### src/rtl/tce_pkg.sv
// Package for the tricorn escape-time block: shared constants, codes and the
// command/status types between the controller and the datapath.
// No dependencies.
`timescale 1ns / 1ps

package tce_pkg;

   // Fixed field widths.
   localparam int CODE_W      = 21;
   localparam int RADIUS_W    = 47;
   localparam int TRIG_W      = 32;
   localparam int CSR_INDEX_W = 4;
   localparam int CSR_DATA_W  = 47;

   // Rotation coefficients are Q1.30.
   localparam int ROT_SHIFT = 30;

   // Color code construction: count*8, plus an offset for a negative final
   // imaginary part.
   localparam int CODE_SCALE_SHIFT = 3;
   localparam int DECOMP_OFFSET    = 21;

   // Register indexes.
   localparam logic [CSR_INDEX_W-1:0] REG_MAX_ITER  = 4'd0;
   localparam logic [CSR_INDEX_W-1:0] REG_RADIUS_SQ = 4'd1;
   localparam logic [CSR_INDEX_W-1:0] REG_ROT_COS   = 4'd2;
   localparam logic [CSR_INDEX_W-1:0] REG_ROT_SIN   = 4'd3;

   // Register reset values.
   localparam int                    MAX_ITER_RESET  = 100;
   localparam logic [RADIUS_W-1:0]   RADIUS_RESET    = 47'd2684354560000;
   localparam logic [TRIG_W-1:0]     ROT_COS_RESET   = 32'h4000_0000;
   localparam logic [TRIG_W-1:0]     ROT_SIN_RESET   = 32'h0000_0000;

   // Operand selection for the multiplier lanes.
   typedef logic [1:0] mul_sel_type;
   localparam mul_sel_type MUL_ROT_A = 2'd0;
   localparam mul_sel_type MUL_ROT_B = 2'd1;
   localparam mul_sel_type MUL_ORBIT = 2'd2;

   // Commands from the controller to the datapath.
   typedef struct packed {
      logic        load;       // capture the input point
      logic        mul_start;  // launch all multiplier lanes
      mul_sel_type mul_sel;    // operand set for the launch
      logic        cap_rot_a;  // store first rotation products
      logic        cap_rot_b;  // form c and clear the orbit
      logic        step;       // advance z and the count
      logic        cap_orbit;  // store the orbit products
      logic        load_rsp;   // load the result register
   } cmd_type;

   // Status from the datapath to the controller.
   typedef struct packed {
      logic mul_done;
      logic stop;
   } status_type;

endpackage

### src/rtl/tce_ctrl.sv
// Controller of the tricorn escape-time block: sequences rotation, orbit
// iterations and the result register handshake. Uses tce_pkg.
`timescale 1ns / 1ps

module tce_ctrl (
   input  logic                 clock,
   input  logic                 reset,
   input  logic                 req_valid,
   output logic                 req_ready,
   output logic                 rsp_valid,
   input  logic                 rsp_ready,
   input  tce_pkg::status_type  status,
   output tce_pkg::cmd_type     cmd
);

   localparam logic [2:0] S_IDLE     = 3'd0;
   localparam logic [2:0] S_START    = 3'd1;
   localparam logic [2:0] S_ROT_A    = 3'd2;
   localparam logic [2:0] S_ROT_B    = 3'd3;
   localparam logic [2:0] S_CHECK    = 3'd4;
   localparam logic [2:0] S_ORBIT_GO = 3'd5;
   localparam logic [2:0] S_ORBIT    = 3'd6;
   localparam logic [2:0] S_FINISH   = 3'd7;

   logic [2:0] state_ff, state_in;
   logic       rsp_valid_ff, rsp_valid_in;

   // Next state and commands.
   always_comb begin
      state_in  = state_ff;
      req_ready = 1'b0;
      cmd       = '0;
      cmd.mul_sel = tce_pkg::MUL_ROT_A;
      case (state_ff)
         S_IDLE: begin
            req_ready = 1'b1;
            if (req_valid) begin
               cmd.load = 1'b1;
               state_in = S_START;
            end
         end
         S_START: begin
            cmd.mul_start = 1'b1;
            state_in      = S_ROT_A;
         end
         S_ROT_A: begin
            if (status.mul_done) begin
               cmd.cap_rot_a = 1'b1;
               cmd.mul_start = 1'b1;
               cmd.mul_sel   = tce_pkg::MUL_ROT_B;
               state_in      = S_ROT_B;
            end
         end
         S_ROT_B: begin
            if (status.mul_done) begin
               cmd.cap_rot_b = 1'b1;
               state_in      = S_CHECK;
            end
         end
         S_CHECK: begin
            if (status.stop) begin
               state_in = S_FINISH;
            end else begin
               cmd.step = 1'b1;
               state_in = S_ORBIT_GO;
            end
         end
         S_ORBIT_GO: begin
            cmd.mul_start = 1'b1;
            cmd.mul_sel   = tce_pkg::MUL_ORBIT;
            state_in      = S_ORBIT;
         end
         S_ORBIT: begin
            cmd.mul_sel = tce_pkg::MUL_ORBIT;
            if (status.mul_done) begin
               cmd.cap_orbit = 1'b1;
               state_in      = S_CHECK;
            end
         end
         S_FINISH: begin
            if (!rsp_valid_ff || rsp_ready) begin
               cmd.load_rsp = 1'b1;
               state_in     = S_IDLE;
            end
         end
         default: begin
            state_in = S_IDLE;
         end
      endcase
   end

   // The result register stays full until its transfer.
   always_comb begin
      rsp_valid_in = rsp_valid_ff;
      if (cmd.load_rsp)
         rsp_valid_in = 1'b1;
      else if (rsp_ready)
         rsp_valid_in = 1'b0;
   end

   always_ff @(posedge clock) begin
      if (reset) begin
         state_ff     <= S_IDLE;
         rsp_valid_ff <= 1'b0;
      end else begin
         state_ff     <= state_in;
         rsp_valid_ff <= rsp_valid_in;
      end
   end

   assign rsp_valid = rsp_valid_ff;

endmodule

### config.mk
export PLATFORM = sky130hd
export DESIGN_NAME = tce_ctrl
export DESIGN_NICKNAME = d
export VERILOG_FILES = /design/src/rtl/tce_pkg.sv /design/src/rtl/tce_ctrl.sv
export SDC_FILE = /design/constraint.sdc
export NUM_CORES = 1
export LEC_CHECK = 0
export ABC_CLOCK_PERIOD_IN_PS = 1400
export BUFFER_PORTS_ARGS = -buffer_cell sky130_fd_sc_hd__buf_2
export CAP_MARGIN = 40
export CORE_AREA = 2 2 39 41
export DETAILED_ROUTE_END_ITERATION = 10
export DIE_AREA = 0 0 41 43
export PLACE_DENSITY_LB_ADDON = 0.1
export REMOVE_ABC_BUFFERS = 1
export SLEW_MARGIN = 20
export SYNTH_ARGS = -nofsm -noshare
export SYNTH_HDL_FRONTEND = slang
export SYNTH_SLANG_ARGS = --single-unit
### constraint.sdc
create_clock -name clock -period 1.4 [get_ports clock]
set_input_delay 0.14 -clock clock [delete_from_list [all_inputs] [get_ports clock]]
set_output_delay 0.14 -clock clock [all_outputs]
set_load 0.01 [all_outputs]
* After elaboration in Yosys (flattened, before gate mapping)
Cells that the tools add are included.
Widths: inputs -> output; s select.
** Storage, ports and cells
- Word-level logic and storage cells :: 43
- Bits in registers :: 4
** Cells by class
- Reduce and logical (&&, ||, !) cells :: 8
- Multiplexer cells :: 22
- Equal/unequal tests :: 11
** Operators by type and width (count)
- $pmux 3 s7 :: 1
- $mux 1 :: 13
- $eq 3x3->1 const B :: 4
- $mux 3 :: 4
- $eq 3x2->1 const B :: 2
- $ne 2x2->1 const B :: 3
- $reduce_or 2->1 :: 3
- $mux 4 :: 1
- $pmux 2 s2 :: 1
- $reduce_and 4->1 :: 1
- $eq 3x1->1 const B :: 1
- $logic_not 3->1 :: 1
- $mux 2 :: 1
- $ne 2x1->1 const B :: 1
- $pmux 1 s2 :: 1
- $reduce_bool 2->1 :: 1
- $logic_not 1->1 :: 1
- $logic_or 1x1->1 :: 1

* Logic depth before layout (Yosys ltp)
- Word-level depth :: 5
- Depth in mapped cells :: 4

* Worst setup path before layout
Ideal clock, no wire load.
- Kind :: register to output
- Start point :: register state_ff[2]
- End point :: output cmd[8] (netlist bit)
- Cell stages (with the launch flop) :: 4
- Path slack :: 223 ps
- Data arrival time :: 1037 ps
- Cell sequence :: dfxtp_1 > buf_2 > nor3_1 > and2_1
** RTL lines
- start: declaration :: line tce_ctrl.sv:25 : logic [2:0] state_ff, state_in;
- start signal: assignment :: line tce_ctrl.sv:106 : state_ff <= state_in;
- end: declaration :: line tce_ctrl.sv:13 : output tce_pkg::cmd_type cmd

==> impl_results.md <==
* Status: complete, no violations
* Top Layer Used: met3
* Cells after Synth at 40
* Clk_lat worst skew at 0.23 ns
* Sw Ratio at 27.03%
* Hold depth at 2
* Crit path required time at 1.26 ns
* WL per Instance at 10.73 um
* Drt first pass iters at 3
* Synthesis Warnings at 0
* Sequential share of power at 40.3%
* CP Launch Type: register
* FF/Latch Area at 86.33 um2
* Cell area after synthesis at 321.6 um2
* Total GRT Usage at 10.84%
* First-pass GRT wire length at 1283 um
* Crit path time final at 1.267 ns
* Hold path startpoint: reset
* Clk buf depth at 2
* Crit-path max cell delay at 0.44 ns
* Initial Utilization at 23.24%
* Setup bufs post-CTS at 0
* Clock Pin Slew Worst Setup and Hold Paths at 0.04 ns
* P_int at 0.2473 mW
* F_max at 789.1 MHz
* CTS H-tree depth at 1
* Hold Crit Class: input pin to register
* DIE HEIGHT at 43 um
* Area of the multi-input gates at 202.7 um2
* Vias per inst at 4.786
* Leakage at 0.1896 nW
* R2r setup slk at 0.41 ns
* CTS tree: yes
* Leading cell types in the layout, fill and taps excluded: buf_2, nand2b_1, clkbuf_4
* WP data arrival at 1.13 ns
* Layout cells sized above 1 at 44.44%
* Design area at 411.6 um2
* Count of cell types in the netlist at 28
* Number of max-cap violations at 0
* Crit path max fanout at 13
* CP Cell Sequence: nand3b_1 > o21ai_0 > buf_2
* Clock Tree Root: clkbuf_4
* Post-DRT Antenna Nets at 0
* Worst slew pin tran at 0.2428 ns
* Vias in the first global route at 292
* Core area at 0.001384 mm2
* Hold EP: state_ff[0]$_SDFFE_PP0P_
* N_diodes at 0
* Hold Vio Cnt, Final at 0
* Reg2reg start: state_ff[0]$_SDFFE_PP0P_
* Final net count at 62
* Setup Viol. Count Final at 0
* Metal2 WL at 348 um
* Net Sw Power at 0.09158 mW
* Combinational Power Share at 17.8%
* Placed Cells at 67
* Post-cts resize count at 2
* # fillers at 159
* Num ports at 17
* First DRT Iteration DRCs at 5
* Initial antenna violation count at 0
* Die width at 41 um
* Largest net degree at the start of global routing at 16
* Terminus of the critical flop-to-flop path: state_ff[1]$_SDFFE_PP0P_
* Peak supply drop at 0.0002110 V
* Setup crit end kind: primary output
* # hold bufs at CTS at 0
* Critical-path top delay cell: dfxtp_2
* Via Count at 335
* Estimated wirelength of the detail-placed design at 565.7 um
* Clk sinks at 4
* Post-Synthesis Mean Instance Area at 8.039 um2
* # port buffers at 16
* Layout area overhead at 28.02%
* DIE AREA at 0.001763 mm2
* Post-route DRC at 0
* Global placer's final weighted congestion at 0.6137
* Clock Power Share at 41.9%
* Row cnt at 14
* RSZ-0062 raised after global routing: false
* Finished Core Util at 29.75%
* Most common cell after layout, fill and taps aside: buf_2
* R2r worst-path depth at 3
* Post-Layout Cell Count at 70
* Num CTS Buffers at 3
* Drt total wl at 751 um
* Max-slew violations at 0
* Relative max-transition margin at 83.58%
* Yosys reg bits at 4
* M1 wire length at 351 um
* TNS Setup at 0 ns
* Dpl cell area at 382.9 um2
* PwrDens at 823.1 mW/mm2
* Routed wl met3 at 51 um
* Final Cycle Share at 90.52%
* Final clock skew at 0.005660 ns
* Setup CP Type: register to primary output
* Overflow after GRT at 0
* Register area share after synthesis at 24.90%
-- through the flow --
stage	hold slack, ns	worst slack (ns)	power [mW]
floorplan	0.2024	0.2912	0.1689
global placement	0.3688	0.1882	0.2004
detailed placement	0.3601	0.1913	0.1985
CTS	0.1080	0.004567	0.3465
global route	0.1103	0.02364	0.3652
finish	0.1124	0.1327	0.3388
-- cell type report --
class | count | area share, %
well taps | 16 | 4.863
flip-flops and latches | 4 | 20.97
clock buffers | 3 | 5.471
multi-input cells | 31 | 49.24
repair buffers | 16 | 19.45
-- power groups by stage --
| stage | clock (mW) | sequential (mW) | combinational, mW |
|---|---|---|---|
| 4_1_cts | 0.148 | 0.137 | 0.0614 |
| 6_report | 0.142 | 0.137 | 0.0602 |
| 2_1_floorplan | 0 | 0.133 | 0.0357 |
| 3_5_place_dp | 0 | 0.137 | 0.0611 |
| 3_3_place_gp | 0 | 0.137 | 0.0630 |
| 5_1_grt | 0.159 | 0.139 | 0.0671 |
-- cell usage after synthesis (all sizes together) --
cell	instances	area, um2
nand2b	3	18.77
nor4b	1	8.760
nor2b	2	12.51
and2	1	6.260
nand2	2	10.01
nor4	1	6.260
a21o	1	7.510
o21bai	1	7.510
and3b	1	8.760
nand3	2	10.01
a311oi	1	8.760
dfxtp	4	80.08
a31oi	1	6.260
and2b	2	15.01
o21ai	3	15.01
a21oi	2	13.76
a211o	1	8.760
and4b	1	10.01
buf	5	38.78
a21boi	1	7.510
nor2	1	3.750
nor3	2	10.01
nand3b	1	7.510
-- layer usage --
metal	up-vias	track usage [%]
met1	155	15.43
met5	-	0
met4	0	6.000
met3	0	3.141
met2	8	14.06
li1	172	-
-- flip-flops by register name (all words and copies together), names as in the netlist --
| signal | flops |
|---|---|
| rsp_valid | 1 |
| state_ff | 3 |
-- critical path, delay by kind of cell (launching register included) --
family	cells	cell delay (ns)
DFF	1	0.44
AOI/OAI and AO/OA	1	0.16
and+or+nand+nor	1	0.15
buffers and inverters	1	0.15
-- cell families after synthesis --
group | Yosys count | share of synthesized area, %
and+or+nand+nor | 20 | 39.69
AOI/OAI and AO/OA | 11 | 23.35
buffers and inverters | 5 | 12.06
DFF | 4 | 24.90
-- worst max path at each step --
| stage | start | cells after the start | to | slack, ns |
|---|---|---|---|---|
| 2_1_floorplan | state_ff[1]$_SDFFE_PP0P_ | 2 | cmd[8] | 0.29 |
| 3_3_place_gp | state_ff[0]$_SDFFE_PP0P_ | 3 | cmd[6] | 0.19 |
| 3_5_place_dp | state_ff[0]$_SDFFE_PP0P_ | 3 | cmd[6] | 0.19 |
| 4_1_cts | state_ff[2]$_SDFFE_PP0P_ | 3 | cmd[0] | 0.005 |
| 5_1_grt | state_ff[1]$_SDFFE_PP0P_ | 3 | cmd[0] | 0.02 |
| 6_report | state_ff[1]$_SDFFE_PP0P_ | 3 | cmd[7] | 0.13 |
Note: power is estimated with default switching activity, not from simulation.
